`src/rtl/tfd_pkg.sv`:
```
package tfd_pkg;

    localparam int MAX_RESULTS = 15;
    localparam int EMIT_W      = 4;
    localparam int TS_MAX      = 4;

    // per-frame data pulled out of the byte stream by the front end
    typedef struct packed {
        logic [31:0] rel;
        logic [7:0]  aux;
    } frame_meta_t;

    typedef struct packed {
        logic payload_we;
        logic commit;
    } front_ctl_t;

    typedef struct packed {
        logic rd_en;
        logic pop;
    } back_ctl_t;

    typedef enum logic [1:0] {
        BK_IDLE,
        BK_WALK,
        BK_FLUSH
    } back_state_t;

endpackage

```
`src/rtl/trace_frame_deformatter.sv`:
```
// Front end takes one raw byte per cycle while a frame slot is free (two slots).
// Back end walks each frame's payload RAM one byte per cycle
// while the output side does not stall it.
// A frame's first word passes the queue's count, RAM read, held-back and output registers.
// Reset (async, active low) clears counters, source IDs, flag and timestamp;
// the payload RAM is not cleared and needs no clearing pass.
module trace_frame_deformatter import tfd_pkg::*; #(
    parameter int TIMESTAMP_BYTES = 4,
    parameter int FRAME_BYTES     = 20
) (
    input  logic        clk,
    input  logic        rst_n,
    input  logic        in_valid,
    output logic        in_ready,
    input  logic [7:0]  raw_byte,
    output logic        out_valid,
    input  logic        out_ready,
    output logic [6:0]  source_id,
    output logic [7:0]  data_byte,
    output logic [63:0] time_tag,
    output logic        frame_end
);

    localparam int PAYLOAD_BYTES = FRAME_BYTES - TIMESTAMP_BYTES - 1;
    localparam int IDX_W         = $clog2(PAYLOAD_BYTES);

    front_ctl_t       fctl;
    back_ctl_t        bctl;
    frame_meta_t      wr_meta;
    frame_meta_t      rd_meta;
    logic [IDX_W-1:0] wr_idx;
    logic [IDX_W-1:0] rd_idx;
    logic [7:0]       wr_data;
    logic [7:0]       rd_data;
    logic             slot_free;
    logic             avail;

    tfd_front #(
        .TIMESTAMP_BYTES (TIMESTAMP_BYTES),
        .FRAME_BYTES     (FRAME_BYTES),
        .IDX_W           (IDX_W)
    ) u_front (
        .clk       (clk),
        .rst_n     (rst_n),
        .in_valid  (in_valid),
        .in_ready  (in_ready),
        .raw_byte  (raw_byte),
        .slot_free (slot_free),
        .ctl       (fctl),
        .wr_idx    (wr_idx),
        .wr_data   (wr_data),
        .wr_meta   (wr_meta)
    );

    tfd_frame_queue #(
        .IDX_W (IDX_W)
    ) u_queue (
        .clk       (clk),
        .rst_n     (rst_n),
        .fctl      (fctl),
        .wr_idx    (wr_idx),
        .wr_data   (wr_data),
        .wr_meta   (wr_meta),
        .slot_free (slot_free),
        .bctl      (bctl),
        .rd_idx    (rd_idx),
        .rd_data   (rd_data),
        .rd_meta   (rd_meta),
        .avail     (avail)
    );

    tfd_back #(
        .PAYLOAD_BYTES (PAYLOAD_BYTES),
        .IDX_W         (IDX_W)
    ) u_back (
        .clk       (clk),
        .rst_n     (rst_n),
        .avail     (avail),
        .rd_meta   (rd_meta),
        .rd_data   (rd_data),
        .bctl      (bctl),
        .rd_idx    (rd_idx),
        .out_valid (out_valid),
        .out_ready (out_ready),
        .source_id (source_id),
        .data_byte (data_byte),
        .time_tag  (time_tag),
        .frame_end (frame_end)
    );

endmodule

```
`src/rtl/tfd_front.sv`:
```
module tfd_front import tfd_pkg::*; #(
    parameter int TIMESTAMP_BYTES = 4,
    parameter int FRAME_BYTES     = 20,
    parameter int IDX_W           = 4
) (
    input  logic             clk,
    input  logic             rst_n,
    input  logic             in_valid,
    output logic             in_ready,
    input  logic [7:0]       raw_byte,
    input  logic             slot_free,
    output front_ctl_t       ctl,
    output logic [IDX_W-1:0] wr_idx,
    output logic [7:0]       wr_data,
    output frame_meta_t      wr_meta
);

    localparam int CW = $clog2(FRAME_BYTES);

    logic [CW-1:0] cnt_reg, cnt_next;
    logic [31:0]   rel_reg, rel_next;
    logic [CW-1:0] payload_pos;
    logic          accept;
    logic          is_ts;
    logic          is_aux;

    assign in_ready    = slot_free;
    assign accept      = in_valid && slot_free;
    assign is_ts       = cnt_reg < CW'(TIMESTAMP_BYTES);
    assign is_aux      = cnt_reg == CW'(FRAME_BYTES - 1);
    assign payload_pos = cnt_reg - CW'(TIMESTAMP_BYTES);

    always_comb
    begin
        cnt_next = cnt_reg;
        rel_next = rel_reg;
        if (accept)
        begin
            cnt_next = is_aux ? '0 : cnt_reg + CW'(1);
            if (is_ts)
            begin
                for (int k = 0; k < TS_MAX; k++)
                begin
                    if (cnt_reg == CW'(k))
                    begin
                        rel_next[8*k +: 8] = raw_byte;
                    end
                end
            end
            if (is_aux)
            begin
                rel_next = '0;
            end
        end
    end

    always_ff @(posedge clk or negedge rst_n)
    begin
        if (!rst_n)
        begin
            cnt_reg <= '0;
            rel_reg <= '0;
        end
        else
        begin
            cnt_reg <= cnt_next;
            rel_reg <= rel_next;
        end
    end

    assign ctl.payload_we = accept && !is_ts && !is_aux;
    assign ctl.commit     = accept && is_aux;
    assign wr_idx         = payload_pos[IDX_W-1:0];
    assign wr_data        = raw_byte;
    assign wr_meta.rel    = rel_reg;
    assign wr_meta.aux    = raw_byte;

endmodule

```
`src/rtl/tfd_frame_queue.sv`:
```
module tfd_frame_queue import tfd_pkg::*; #(
    parameter int IDX_W = 4
) (
    input  logic             clk,
    input  logic             rst_n,
    input  front_ctl_t       fctl,
    input  logic [IDX_W-1:0] wr_idx,
    input  logic [7:0]       wr_data,
    input  frame_meta_t      wr_meta,
    output logic             slot_free,
    input  back_ctl_t        bctl,
    input  logic [IDX_W-1:0] rd_idx,
    output logic [7:0]       rd_data,
    output frame_meta_t      rd_meta,
    output logic             avail
);

    localparam int DEPTH = 2 ** (IDX_W + 1);

    logic [7:0]  mem [DEPTH];
    frame_meta_t meta_reg [2];
    logic [7:0]  rd_data_reg;
    logic        wr_slot_reg, wr_slot_next;
    logic        rd_slot_reg, rd_slot_next;
    logic [1:0]  count_reg, count_next;

    // two frame slots; payload bytes live in the RAM, prefix and aux in flops
    always_ff @(posedge clk)
    begin
        if (fctl.payload_we)
        begin
            mem[{wr_slot_reg, wr_idx}] <= wr_data;
        end
        if (bctl.rd_en)
        begin
            rd_data_reg <= mem[{rd_slot_reg, rd_idx}];
        end
        if (fctl.commit)
        begin
            meta_reg[wr_slot_reg] <= wr_meta;
        end
    end

    always_comb
    begin
        wr_slot_next = fctl.commit ? !wr_slot_reg : wr_slot_reg;
        rd_slot_next = bctl.pop ? !rd_slot_reg : rd_slot_reg;
        count_next   = count_reg + {1'b0, fctl.commit} - {1'b0, bctl.pop};
    end

    always_ff @(posedge clk or negedge rst_n)
    begin
        if (!rst_n)
        begin
            wr_slot_reg <= 1'b0;
            rd_slot_reg <= 1'b0;
            count_reg   <= '0;
        end
        else
        begin
            wr_slot_reg <= wr_slot_next;
            rd_slot_reg <= rd_slot_next;
            count_reg   <= count_next;
        end
    end

    assign slot_free = count_reg != 2'd2;
    assign avail     = count_reg != 2'd0;
    assign rd_data   = rd_data_reg;
    assign rd_meta   = meta_reg[rd_slot_reg];

    a_count_bound: assert property (@(posedge clk) disable iff (!rst_n)
        count_reg != 2'd3)
        else $error("frame queue count out of range");

    a_no_commit_full: assert property (@(posedge clk) disable iff (!rst_n)
        fctl.commit |-> count_reg != 2'd2)
        else $error("frame committed into full queue");

    a_no_pop_empty: assert property (@(posedge clk) disable iff (!rst_n)
        bctl.pop |-> count_reg != 2'd0)
        else $error("frame popped from empty queue");

endmodule

```
`src/rtl/tfd_back.sv`:
```
module tfd_back import tfd_pkg::*; #(
    parameter int PAYLOAD_BYTES = 15,
    parameter int IDX_W         = 4
) (
    input  logic             clk,
    input  logic             rst_n,
    input  logic             avail,
    input  frame_meta_t      rd_meta,
    input  logic [7:0]       rd_data,
    output back_ctl_t        bctl,
    output logic [IDX_W-1:0] rd_idx,
    output logic             out_valid,
    input  logic             out_ready,
    output logic [6:0]       source_id,
    output logic [7:0]       data_byte,
    output logic [63:0]      time_tag,
    output logic             frame_end
);

    back_state_t       state_reg, state_next;
    logic [IDX_W-1:0]  idx_reg, idx_next;
    logic [7:0]        aux_reg, aux_next;
    logic [6:0]        cur_reg, cur_next;
    logic [6:0]        prev_reg, prev_next;
    logic              steer_reg, steer_next;
    logic [63:0]       acc_reg, acc_next;
    logic [EMIT_W-1:0] emit_cnt_reg, emit_cnt_next;
    logic              pend_valid_reg, pend_valid_next;
    logic [6:0]        pend_id_reg, pend_id_next;
    logic [7:0]        pend_data_reg, pend_data_next;
    logic              out_valid_reg, out_valid_next;
    logic [6:0]        out_id_reg, out_id_next;
    logic [7:0]        out_data_reg, out_data_next;
    logic [63:0]       out_time_reg, out_time_next;
    logic              out_end_reg, out_end_next;

    logic       even;
    logic       id_chg;
    logic       do_emit;
    logic       out_free;
    logic       last_idx;
    logic       step;
    logic       flush_go;
    logic [6:0] item_id;
    logic [7:0] item_data;

    assign even      = !idx_reg[0];
    assign id_chg    = even && rd_data[0];
    assign do_emit   = !id_chg && (emit_cnt_reg != EMIT_W'(MAX_RESULTS));
    assign item_id   = (!even && steer_reg) ? prev_reg : cur_reg;
    assign item_data = even ? {rd_data[7:1], aux_reg[0]} : rd_data;
    assign out_free  = !out_valid_reg || out_ready;
    assign last_idx  = idx_reg == IDX_W'(PAYLOAD_BYTES - 1);
    // one result is held back so the frame's final one can be marked
    assign step      = (state_reg == BK_WALK) && (!(do_emit && pend_valid_reg) || out_free);
    assign flush_go  = (state_reg == BK_FLUSH) && (!pend_valid_reg || out_free);

    always_comb
    begin
        state_next = state_reg;
        case (state_reg)
            BK_IDLE:
            begin
                if (avail)
                begin
                    state_next = BK_WALK;
                end
            end
            BK_WALK:
            begin
                if (step && last_idx)
                begin
                    state_next = BK_FLUSH;
                end
            end
            BK_FLUSH:
            begin
                if (flush_go)
                begin
                    state_next = BK_IDLE;
                end
            end
            default:
            begin
                state_next = BK_IDLE;
            end
        endcase
    end

    always_comb
    begin
        bctl            = '0;
        rd_idx          = '0;
        idx_next        = idx_reg;
        aux_next        = aux_reg;
        cur_next        = cur_reg;
        prev_next       = prev_reg;
        steer_next      = steer_reg;
        acc_next        = acc_reg;
        emit_cnt_next   = emit_cnt_reg;
        pend_valid_next = pend_valid_reg;
        pend_id_next    = pend_id_reg;
        pend_data_next  = pend_data_reg;
        out_valid_next  = out_valid_reg && !out_ready;
        out_id_next     = out_id_reg;
        out_data_next   = out_data_reg;
        out_time_next   = out_time_reg;
        out_end_next    = out_end_reg;
        case (state_reg)
            BK_IDLE:
            begin
                if (avail)
                begin
                    bctl.rd_en    = 1'b1;
                    idx_next      = '0;
                    aux_next      = rd_meta.aux;
                    acc_next      = acc_reg + {32'b0, rd_meta.rel};
                    emit_cnt_next = '0;
                end
            end
            BK_WALK:
            begin
                if (step)
                begin
                    if (!last_idx)
                    begin
                        bctl.rd_en = 1'b1;
                        rd_idx     = idx_reg + IDX_W'(1);
                        idx_next   = idx_reg + IDX_W'(1);
                    end
                    if (even)
                    begin
                        aux_next = {1'b0, aux_reg[7:1]};
                    end
                    else
                    begin
                        steer_next = 1'b0;
                    end
                    if (id_chg)
                    begin
                        prev_next  = cur_reg;
                        cur_next   = rd_data[7:1];
                        steer_next = aux_reg[0];
                    end
                    if (do_emit)
                    begin
                        emit_cnt_next   = emit_cnt_reg + EMIT_W'(1);
                        pend_valid_next = 1'b1;
                        pend_id_next    = item_id;
                        pend_data_next  = item_data;
                        if (pend_valid_reg)
                        begin
                            out_valid_next = 1'b1;
                            out_id_next    = pend_id_reg;
                            out_data_next  = pend_data_reg;
                            out_time_next  = acc_reg;
                            out_end_next   = 1'b0;
                        end
                    end
                end
            end
            BK_FLUSH:
            begin
                if (flush_go)
                begin
                    bctl.pop = 1'b1;
                    if (pend_valid_reg)
                    begin
                        pend_valid_next = 1'b0;
                        out_valid_next  = 1'b1;
                        out_id_next     = pend_id_reg;
                        out_data_next   = pend_data_reg;
                        out_time_next   = acc_reg;
                        out_end_next    = 1'b1;
                    end
                end
            end
            default:
            begin
                bctl = '0;
            end
        endcase
    end

    always_ff @(posedge clk or negedge rst_n)
    begin
        if (!rst_n)
        begin
            state_reg      <= BK_IDLE;
            idx_reg        <= '0;
            aux_reg        <= '0;
            cur_reg        <= '0;
            prev_reg       <= '0;
            steer_reg      <= 1'b0;
            acc_reg        <= '0;
            emit_cnt_reg   <= '0;
            pend_valid_reg <= 1'b0;
            out_valid_reg  <= 1'b0;
        end
        else
        begin
            state_reg      <= state_next;
            idx_reg        <= idx_next;
            aux_reg        <= aux_next;
            cur_reg        <= cur_next;
            prev_reg       <= prev_next;
            steer_reg      <= steer_next;
            acc_reg        <= acc_next;
            emit_cnt_reg   <= emit_cnt_next;
            pend_valid_reg <= pend_valid_next;
            out_valid_reg  <= out_valid_next;
        end
    end

    always_ff @(posedge clk)
    begin
        pend_id_reg   <= pend_id_next;
        pend_data_reg <= pend_data_next;
        out_id_reg    <= out_id_next;
        out_data_reg  <= out_data_next;
        out_time_reg  <= out_time_next;
        out_end_reg   <= out_end_next;
    end

    assign out_valid = out_valid_reg;
    assign source_id = out_id_reg;
    assign data_byte = out_data_reg;
    assign time_tag  = out_time_reg;
    assign frame_end = out_end_reg;

    a_emit_cap: assert property (@(posedge clk) disable iff (!rst_n)
        emit_cnt_reg <= EMIT_W'(MAX_RESULTS))
        else $error("emit count above frame limit");

    a_idle_no_pend: assert property (@(posedge clk) disable iff (!rst_n)
        (state_reg == BK_IDLE) |-> !pend_valid_reg)
        else $error("held word left over between frames");

    a_out_hold: assert property (@(posedge clk) disable iff (!rst_n)
        (out_valid_reg && !out_ready) |=> (out_valid_reg &&
            $stable({out_id_reg, out_data_reg, out_time_reg, out_end_reg})))
        else $error("output word changed while stalled");

endmodule

```
`config.mk`:
```
export PLATFORM = sky130hd
export DESIGN_NAME = trace_frame_deformatter
export DESIGN_NICKNAME = d
export VERILOG_FILES = /design/src/rtl/tfd_pkg.sv /design/src/rtl/trace_frame_deformatter.sv /design/src/rtl/tfd_front.sv /design/src/rtl/tfd_frame_queue.sv /design/src/rtl/tfd_back.sv
export SDC_FILE = /design/constraint.sdc
export NUM_CORES = 1
export LEC_CHECK = 0
export ABC_AREA = 1
export BUFFER_PORTS_ARGS = -buffer_cell sky130_fd_sc_hd__buf_2
export CAP_MARGIN = 10
export CORE_ASPECT_RATIO = 0.5
export CORE_MARGIN = 1.5
export CORE_UTILIZATION = 67
export DETAILED_ROUTE_END_ITERATION = 10
export MAX_ROUTING_LAYER = met4
export PLACE_DENSITY_LB_ADDON = 0.15
export SYNTH_ARGS = -nofsm -noshare
export SYNTH_HDL_FRONTEND = slang
export SYNTH_HIERARCHICAL = 1
export SYNTH_SLANG_ARGS = --single-unit
```
`constraint.sdc`:
```
create_clock -name clk -period 10.2 [get_ports clk]
set_input_delay 1.53 -clock clk [delete_from_list [all_inputs] [get_ports clk]]
set_output_delay 1.53 -clock clk [all_outputs]
set_load 0.05 [all_outputs]
```
# Yosys cells after proc, flatten, opt, wreduce, memory -nomap -nowiden
# Memory sizes are Yosys's and may differ from the RTL's. A register that Yosys moved wholly into a read port is not among the register bits.
# Index checks and enable logic that the tools add are counted.
# W data, S select, Z words.
[classes] n_lt_le_gt_ge=1 n_reduce_logical=50 eq_ne=18 add_sub_neg=7 n_mux=69
[op_table] cell="$mux W64" n=4
[op_table] cell="$pmux W64 S2" n=1
[op_table] cell="$mux W8" n=11
[op_table] cell="$add A64 B32 Y64" n=1
[op_table] cell="$mux W32" n=2
[op_table] cell="$mux W7" n=5
[op_table] cell="$mux W4" n=8
[op_table] cell="$pmux W8 S2" n=2
[op_table] cell="$mux W1" n=24
[op_table] cell="$reduce_and A3 Y1" n=8
[op_table] cell="$reduce_bool A2 Y1" n=9
[op_table] cell="$pmux W4 S2" n=2
[op_table] cell="$reduce_and A4 Y1" n=4
[op_table] cell="$pmux W7 S2" n=1
[op_table] cell="$logic_and A1 B1 Y1" n=12
[op_table] cell="$eq A5 B2 Y1 const B" n=2
[op_table] cell="$logic_not A1 Y1" n=10
[op_table] cell="$ne A2 B1 Y1 const B" n=5
[op_table] cell="$ne A2 B2 Y1 const B" n=5
[op_table] cell="$add A4 B1 Y4 const B" n=2
[op_table] cell="$pmux W1 S2" n=4
[op_table] cell="$mux W2" n=3
[op_table] cell="$pmux W2 S3" n=1
[op_table] cell="$reduce_and A6 Y1" n=1
[op_table] cell="16 further kinds" n=18
[totals] ramBits=336 register_bits=235 output_inout_bits=82 inputBits=12 mem_count=2 elab_cells=171
[memory_table] memory="u_queue.mem" words=32 width=8 read_ports=1 rd_ports_with_merged_regs=1 write_ports=1 line_no="tfd_frame_queue.sv:20" rtl="logic [7:0] mem [DEPTH];"
[memory_table] memory="u_queue.meta_reg" words=2 width=40 read_ports=1 rd_ports_with_merged_regs=0 write_ports=1 line_no="tfd_frame_queue.sv:21" rtl="frame_meta_t meta_reg [2];"

# Depth between registers and ports, before layout
# Gate-level depths: netlist of run 1.
[depth] word_depth=11 depth_mapped=21 mapped_depth_nobuf=18

# By module
# The synthesis of run 1 kept the hierarchy.
[modules_own_cells] module="tfd_frame_queue" cells_per_inst=1151 area_per_inst_um2=13955.9 n_inst=1
[modules_own_cells] module="tfd_back" cells_per_inst=1406 area_per_inst_um2=10789.1 n_inst=1
[modules_own_cells] module="tfd_front" cells_per_inst=217 area_per_inst_um2=1830.5 n_inst=1

# Worst setup path before layout of run 1
# No wires, ideal clock.
[synth_path] kind="input to register" startpoint="input port out_ready" endpoint="register u_back.out_data_reg[0], in the netlist u_back/data_byte[0] (enable)" setup_time_ps=517 required_ps=9683 arrival_time_ps=5189 stages=4 path_slack_ps=4494 path_cell_list="nor2_1 -> nand2_1 -> o211ai_1 -> nor2_1"
[synth_via] elab_chain_len=5 elab_cells_between_ends=8
[synth_rtl] element="from (decl)" line_no="trace_frame_deformatter.sv:17" rtl="input logic out_ready,"
[synth_rtl] element="$logic_or A1 B1 Y1 (*)" line_no="tfd_back.sv:52" rtl="assign out_free = !out_valid_reg || out_ready;"
[synth_rtl] element="$logic_or A1 B1 Y1, on equally long branches" line_no="tfd_back.sv:55, tfd_back.sv:56"
[synth_rtl] element="$logic_and A1 B1 Y1, on equally long branches" line_no="tfd_back.sv:55, tfd_back.sv:56"
[synth_rtl] element="$ne A2 B1 Y1 (no source line)"
[synth_rtl] element="$reduce_and A4 Y1 (no source line) (*)"
[synth_rtl] element="to (signal assigned)" line_no="tfd_back.sv:220" rtl="out_data_reg <= out_data_next;"
[synth_rtl] element="to (decl)" line_no="tfd_back.sv:33" rtl="logic [7:0] out_data_reg, out_data_next;"
# Every way passes the cells marked *; elsewhere a longest branch is shown, timed or not.
# A chain may end at the register's enable or synchronous reset.

# Final worst setup path of run 1
[layout_path] startpoint="register u_back.state_reg[1]" endpoint="register u_queue.rd_data_reg[7], in the netlist u_queue/rd_data[7] (read register of u_queue.mem), data pin"
[layout_via] elab_chain_len=4 elab_cells_between_ends=7
[layout_rtl] element="from (decl)" line_no="tfd_back.sv:20" rtl="back_state_t state_reg, state_next;"
[layout_rtl] element="from (signal assigned)" line_no="tfd_back.sv:202" rtl="state_reg <= state_next;"
[layout_rtl] element="$eq A2 B1 Y1 (*)" line_no="tfd_back.sv:55, tfd_back.sv:109"
[layout_rtl] element="$logic_and A1 B1 Y1" line_no="tfd_back.sv:55" rtl="assign step = (state_reg == BK_WALK) && (!(do_emit && pend_valid_reg) || out_free);"
[layout_rtl] element="$mux W4" line_no="tfd_back.sv:123" rtl="if (step)"
[layout_rtl] element="$mux W4 (*)" line_no="tfd_back.sv:109" rtl="case (state_reg)"
[layout_rtl] element="named net rd_idx[0]" line_no="trace_frame_deformatter.sv:32" rtl="logic [IDX_W-1:0] rd_idx;"
[layout_rtl] element="to (decl)" line_no="tfd_frame_queue.sv:22" rtl="logic [7:0] rd_data_reg;"
# Mark *: on every way through the listed nets, which the timed path passes. The rest lies on a longest branch.

==> results of run 1 <==
cell usage after synthesis (all sizes together) (2+ instances only):
master,number
a21oi,38
a31oi,2
and2,2
and3,2
buf,80
clkbuf,24
dfrtp,140
edfxtp,439
ha,46
inv,259
nand2,1109
nand3,331
nand3b,7
nand4,18
nor2,172
nor3,12
nor4,5
o211ai,3
o21ai,51
or2,11
xnor2,15
xor2,4
stage by stage:
step           total power [mW]  util (%)  std cells
6_report                  8.935     73.71       3397
5_1_grt                   9.473     73.71       3397
4_1_cts                   8.918     73.71       3397
3_5_place_dp              7.036     69.64       3309
3_3_place_gp              6.960     69.64       3309
2_1_floorplan             6.159         -       2774
cell type report:
type | count | area, um^2 | share of cell area [%]
inverters | 259 | 978.4 | 3.405
flip-flops and latches | 579 | 16690 | 58.06
well taps | 530 | 663.1 | 2.308
clock buffers | 52 | 1226 | 4.267
repair buffers | 109 | 591.8 | 2.059
clock inverters | 36 | 361.6 | 1.258
multi-input cells | 1832 | 8230 | 28.64
logic make-up after synthesis:
| group | synth area share, % |
|---|---|
| DFF | 62.79 |
| and+or+nand+nor | 25.89 |
| adders and majority gates | 2.241 |
| xor gates and xnor gates | 0.6262 |
| AOI/OAI and AO/OA | 2.072 |
| buffers and inverters | 6.384 |
cell usage in the layout, fill, tap and decap left out, types with 3 or more instances in the layout:
cell	n
nor2_4	8
nand4_1	18
clkinvlp_4	6
bufinv_16	5
inv_1	252
inv_2	4
dfrtp_1	140
clkinv_2	13
or2_2	11
xnor2_1	15
nor2_1	160
buf_2	92
ha_1	46
clkbuf_16	48
o21ai_1	11
o21ai_0	38
clkbuf_1	3
nor3_1	12
xor2_1	4
edfxtp_1	439
clkinv_1	8
nand2_2	8
nand3b_1	7
nor4_1	5
buf_4	16
o211ai_1	3
nor2_2	4
nand3_1	330
nand2_1	1100
a21oi_1	36
worst max-delay path by stage:
stage / from / end / slack [ns] / cells past startpoint
after floorplan: out_ready / u_back/data_byte[0] / 4.49 / 4
after global placement: out_ready / u_queue/rd_data[6] / 5.28 / 18
after detailed placement: out_ready / u_queue/rd_data[6] / 5.18 / 18
after CTS: u_back/state_reg[1] / u_queue/rd_data[6] / 5.25 / 17
after global routing: u_back/state_reg[1] / u_queue/rd_data[2] / 4.82 / 17
final: u_back/state_reg[1] / u_queue/rd_data[7] / 5.14 / 17
per-layer routing:
| layer | vias up | share of wire, % | global-route usage, % |
|---|---|---|---|
| met2 | 898 | 47 | 51.50 |
| met4 | 0 | 2.8 | 9.938 |
| met5 | - | 0 | - |
| met3 | 138 | 8.4 | 4.444 |
| li1 | 9161 | - | - |
| met1 | 8947 | 42 | 43.09 |
power by group through the flow:
stage	clock network (mW)	registers (mW)	logic [mW]
floorplan	0	3.76	2.40
global route	1.98	3.40	4.09
detailed placement	0	3.41	3.63
finish	1.86	3.36	3.71
CTS	1.89	3.36	3.67
global placement	0	3.39	3.57
==> flow_summary.toml, run 1 <==
[die]
num_rows = 51
dieArea_um2 = 40940
io_pins = 94
dieWidth_um = 284.7
core_um2 = 38990
initial_utilization_pct = 68.16
die_h_um = 143.8

[logic_synthesis]
synthTopCellsByArea = "edfxtp_1 (50%), nand2_1 (16%), dfrtp_1 (13%)"
synth.distinct_cells = 39
synthesis.nets = 2833
synth-async-reset-ratio_pct = 24.18
yosysTopAreaCellShare_pct = 49.60
ys_seq_area_share_pct = 62.79
syn_area_per_cell_um2 = 9.580
netlist_instances = 2774
ys_ff_latch = 579
synth_ff_type = "edfxtp_1"
syn-cell-area_um2 = 26580
ys_warn_count = 6
yosysTopAreaCell = "edfxtp_1"
synth_edf_count = 439

[clocking]
clk_pin_slew_ns = 0.07
cts_buffers = 47
cts_sinks = 579
cts-root-buf = "clkbuf_16"
cts_tree = "done"
post-cts-setup-buffers = 0
htree_levels = 2
clk_latency_ns = 0.59
cts_buffer_depth = 3
cts_resized = 0
ctsHoldBuffers = 0

[min_path]
hold_start = "u_back/pend_id_reg[6]"
holdPathStages = 0
min_to = "u_back/source_id[6]"
min_path_type = "reg -> reg"

[power]
powerDensity_nw_per_um2 = 310.9
leakagePower_nw = 12.45
swShare_pct = 42.96
p_switching_mw = 3.839
clockPowerShare_pct = 20.9
p_comb_share_pct = 41.5
peakVddDrop_mv = 0.1716
intPower_mw = 5.097
pwr-share-seq_pct = 37.6

[final_layout]
nNetsFinal = 2887
antenna_cells = 0
largest_reg_flops = 256
syn_to_final_growth_pct = 8.136
final_cell_area_um2 = 28740
drive_above_1_share_pct = 8.057
nFillCells = 2812

[worst_setup_path]
rrSetupSlack_ns = 5.14
worst_r2r_startpoint = "u_back/state_reg[1]"
crit_path_max_fanout = 93
worst-endpoint-required_ns = 10.55
end_kind = "flip-flop"
cp_cell_sequence = "inv_1, ha_1, inv_1, nor2_4, nand2_1, nor2_4, buf_4, clkinv_2, buf_4, nand2_1, nand3_1, nand3_1, nand2_1, nand2_1, nand2_1, nand2_1, nand2_1"
arrival_ns = 5.41
critPathLaunchType = "flip-flop"
max_stage_delay_ns = 0.75
slowest_stage = "ha_1"
r2r_cells = 17
cp_num_buf_inv = 5
path_common_cell = "nand2_1"
crit_type = "reg -> reg"
r2r_end = "u_queue/rd_data[7]"
cpLargestDelayFamily = "buffers and inverters"

[route]
wl_per_cell_um = 18.43
vias = 19140
drt_pass1_iterations = 6
postRouteAntennaNets = 0
finalWirelength_mm = 62.61
drt_iter0_drc = 1916
vias_per_cell = 5.636
drc = 0

[placed_design]
placed_cell_area_um2 = 27150
port_buffers = 93
dp_hpwl_mm = 40.70
dp_slack_ns = 5.183
gp_congestion = 0.9541

[global_routing]
grt-ovfl-total = 0
antenna_found_initial = 0
grt_max_degree = 94
gr-usage-all-layers_pct = 32.04
grt_pass1_vias = 17910
grt_pass1_wl_mm = 98.04

[timing]
finalSetupViolCount = 0
timing.fmax_ghz = 0.1976
fin_ws_ns = 5.140
fin_tns_setup_ns = 0
fin_crit_ns = 5.060
holdWs_ns = 0.4213
final-max-slew-violation-count = 0
finalCritPeriodShare_pct = 49.61
hold_viol = 0
tightest_slew_ns = 1.048
grt_setup_unrepaired = "false"
final.setup_skew_ns = 0.02844
slew_headroom_pct = 29.86

[run_status]
status = "finished, final reports clean"

[flow_run]
max_cap_viol_count = 0
(Power assumes the default switching activity.)
==> inputs of run 2 (changes only) <==
--- a/config.mk
+++ b/config.mk
@@ -10,7 +10,7 @@
 export CAP_MARGIN = 10
 export CORE_ASPECT_RATIO = 0.5
 export CORE_MARGIN = 1.5
-export CORE_UTILIZATION = 67
+export CORE_UTILIZATION = 56
 export DETAILED_ROUTE_END_ITERATION = 10
 export MAX_ROUTING_LAYER = met4
 export PLACE_DENSITY_LB_ADDON = 0.15
==> constraint.sdc (replaced) <==
create_clock -name clk -period 4.6 [get_ports clk]
set_input_delay 0.69 -clock clk [delete_from_list [all_inputs] [get_ports clk]]
set_output_delay 0.69 -clock clk [all_outputs]
set_load 0.05 [all_outputs]
==> run 2 against run 1 <==
Worst hold slack got worse by 0.35 ns. Clock skew down 0.0070 ns. Fmax up 43%. Via count fell by 2.3%. Sequential power is 120% higher. Critical endpoint is now u_queue/mem[0][6]. Cell count up 3.4%. Sequential cell count did not move. Critical path depth shrank 10. Utilization decreased by 12 points. Die area increased by 19%. Clock power is 120% higher.
==> flow_summary.toml, run 2 (synthesis gave the netlist of run 1 again) <==
[timing]
final.setup_skew_ns = 0.02146
slew_headroom_pct = 24.29
grt_setup_unrepaired = "false"
fin_crit_ns = 3.534
finalSetupViolCount = 0
timing.fmax_ghz = 0.2830
holdWs_ns = 0.07549
final-max-slew-violation-count = 0
hold_viol = 0
fin_tns_setup_ns = 0
finalCritPeriodShare_pct = 76.82
tightest_slew_ns = 1.134

[final_layout]
nNetsFinal = 2891
fin_cells = 3511
largest_reg_flops = 256
most-common-layout-cells = "nand2_1 (1100), edfxtp_1 (439), nand3_1 (330)"
drive_above_1_share_pct = 7.971
syn_to_final_growth_pct = 8.776
antenna_cells = 0
layout_commonest_cell = "nand2_1"

[die]
die_h_um = 157.0
core_um2 = 46880
dieArea_um2 = 48850
io_pins = 94
num_rows = 56
initial_utilization_pct = 56.69
dieWidth_um = 311.1

[clocking]
cts_buffer_depth = 3
clk_latency_ns = 0.60
cts_resized = 0
ctsHoldBuffers = 0
clk_pin_slew_ns = 0.06
post-cts-setup-buffers = 0
htree_levels = 2
cts_sinks = 579
cts_tree = "done"
cts_buffers = 49
cts-root-buf = "clkbuf_16"

[min_path]
min_path_type = "in -> async"

[worst_setup_path]
end_kind = "flip-flop"
worst-endpoint-required_ns = 4.82
rrSetupSlack_ns = 1.07
arrival_ns = 3.75
r2r_end = "u_queue/mem[0][6]"
r2r_cells = 7
crit_type = "reg -> reg"
crit_path_max_fanout = 11
critPathLaunchType = "flip-flop"
worst_r2r_startpoint = "u_front/cnt_reg[2]"

[power]
leakagePower_nw = 12.48
power_mw = 19.69
peakVddDrop_mv = 0.5057
powerDensity_nw_per_um2 = 681.2

[route]
vias = 18710
drt_iter0_drc = 1615
drt_pass1_iterations = 6
vias_per_cell = 5.328
drc = 0
finalWirelength_mm = 63.12
postRouteAntennaNets = 0
wl_per_cell_um = 17.98

[global_routing]
gr-usage-all-layers_pct = 26.87
grt-ovfl-total = 0
grt_pass1_wl_mm = 98.10
antenna_found_initial = 0
grt_pass1_vias = 17290
grt_max_degree = 129

[run_status]
status = "finished, final reports clean"

[placed_design]
placedCellCount = 3419
dp_hpwl_mm = 42.13
gp_congestion = 0.9519
port_buffers = 93

[flow_run]
max_cap_viol_count = 0
[run 2: per-stage QoR]
step / worst slack (ns) / utilization [%] / area (um^2)
6_report: 1.066 / 61.67 / 28910
5_1_grt: 0.9472 / 61.67 / 28910
4_1_cts: 1.153 / 61.67 / 28910
3_5_place_dp: 1.143 / 58.31 / 27330
3_3_place_gp: 1.160 / 58.31 / 27330
2_1_floorplan: 1.053 / - / 26580
[run 2: where the power goes]
part | total, mW | leakage, nW | internal [mW] | switching [mW]
Clock | 4.11 | 0.775 | 2.22 | 1.89
Combinational | 8.13 | 5.91 | 2.20 | 5.93
Sequential | 7.45 | 5.80 | 6.90 | 0.555
Total | 19.7 | 12.5 | 11.3 | 8.37
[run 2: layout make-up]
type	count	area, um^2
clock buffers	71	1380
clock inverters	21	195.2
multi-input cells	1832	8225
fillers	3899	17970
flip-flops and latches	579	16690
repair buffers	111	644.4
inverters	259	978.4
well taps	638	798.3
[run 2: worst max-delay path by stage]
stage | endpoint | slack (ns) | from
floorplan | u_back/data_byte[0] | 1.05 | out_ready
global placement | u_queue/rd_data[3] | 1.16 | out_ready
detailed placement | u_queue/rd_data[7] | 1.14 | out_ready
CTS | u_queue/mem[2][1] | 1.15 | u_front/cnt_reg[2]
global route | u_queue/mem[2][1] | 0.95 | u_front/cnt_reg[2]
finish | u_queue/mem[0][6] | 1.07 | u_front/cnt_reg[2]
[run 2: metal layers]
layer | part of all wire (%) | global-route usage [%]
met1 | 44 | 35.98
met2 | 47 | 43.57
met4 | 2.3 | 7.108
met3 | 6.1 | 3.913
met5 | 0 | -
[run 2: worst max-delay path, cell delays in order (launching register included)]
cell	delay (ns)
dfrtp_1	0.39
inv_1	0.19
ha_1	0.31
nand3_1	0.33
nand2_2	0.16
nor2_1	0.33
nand3_1	0.54
nor2_1	0.90
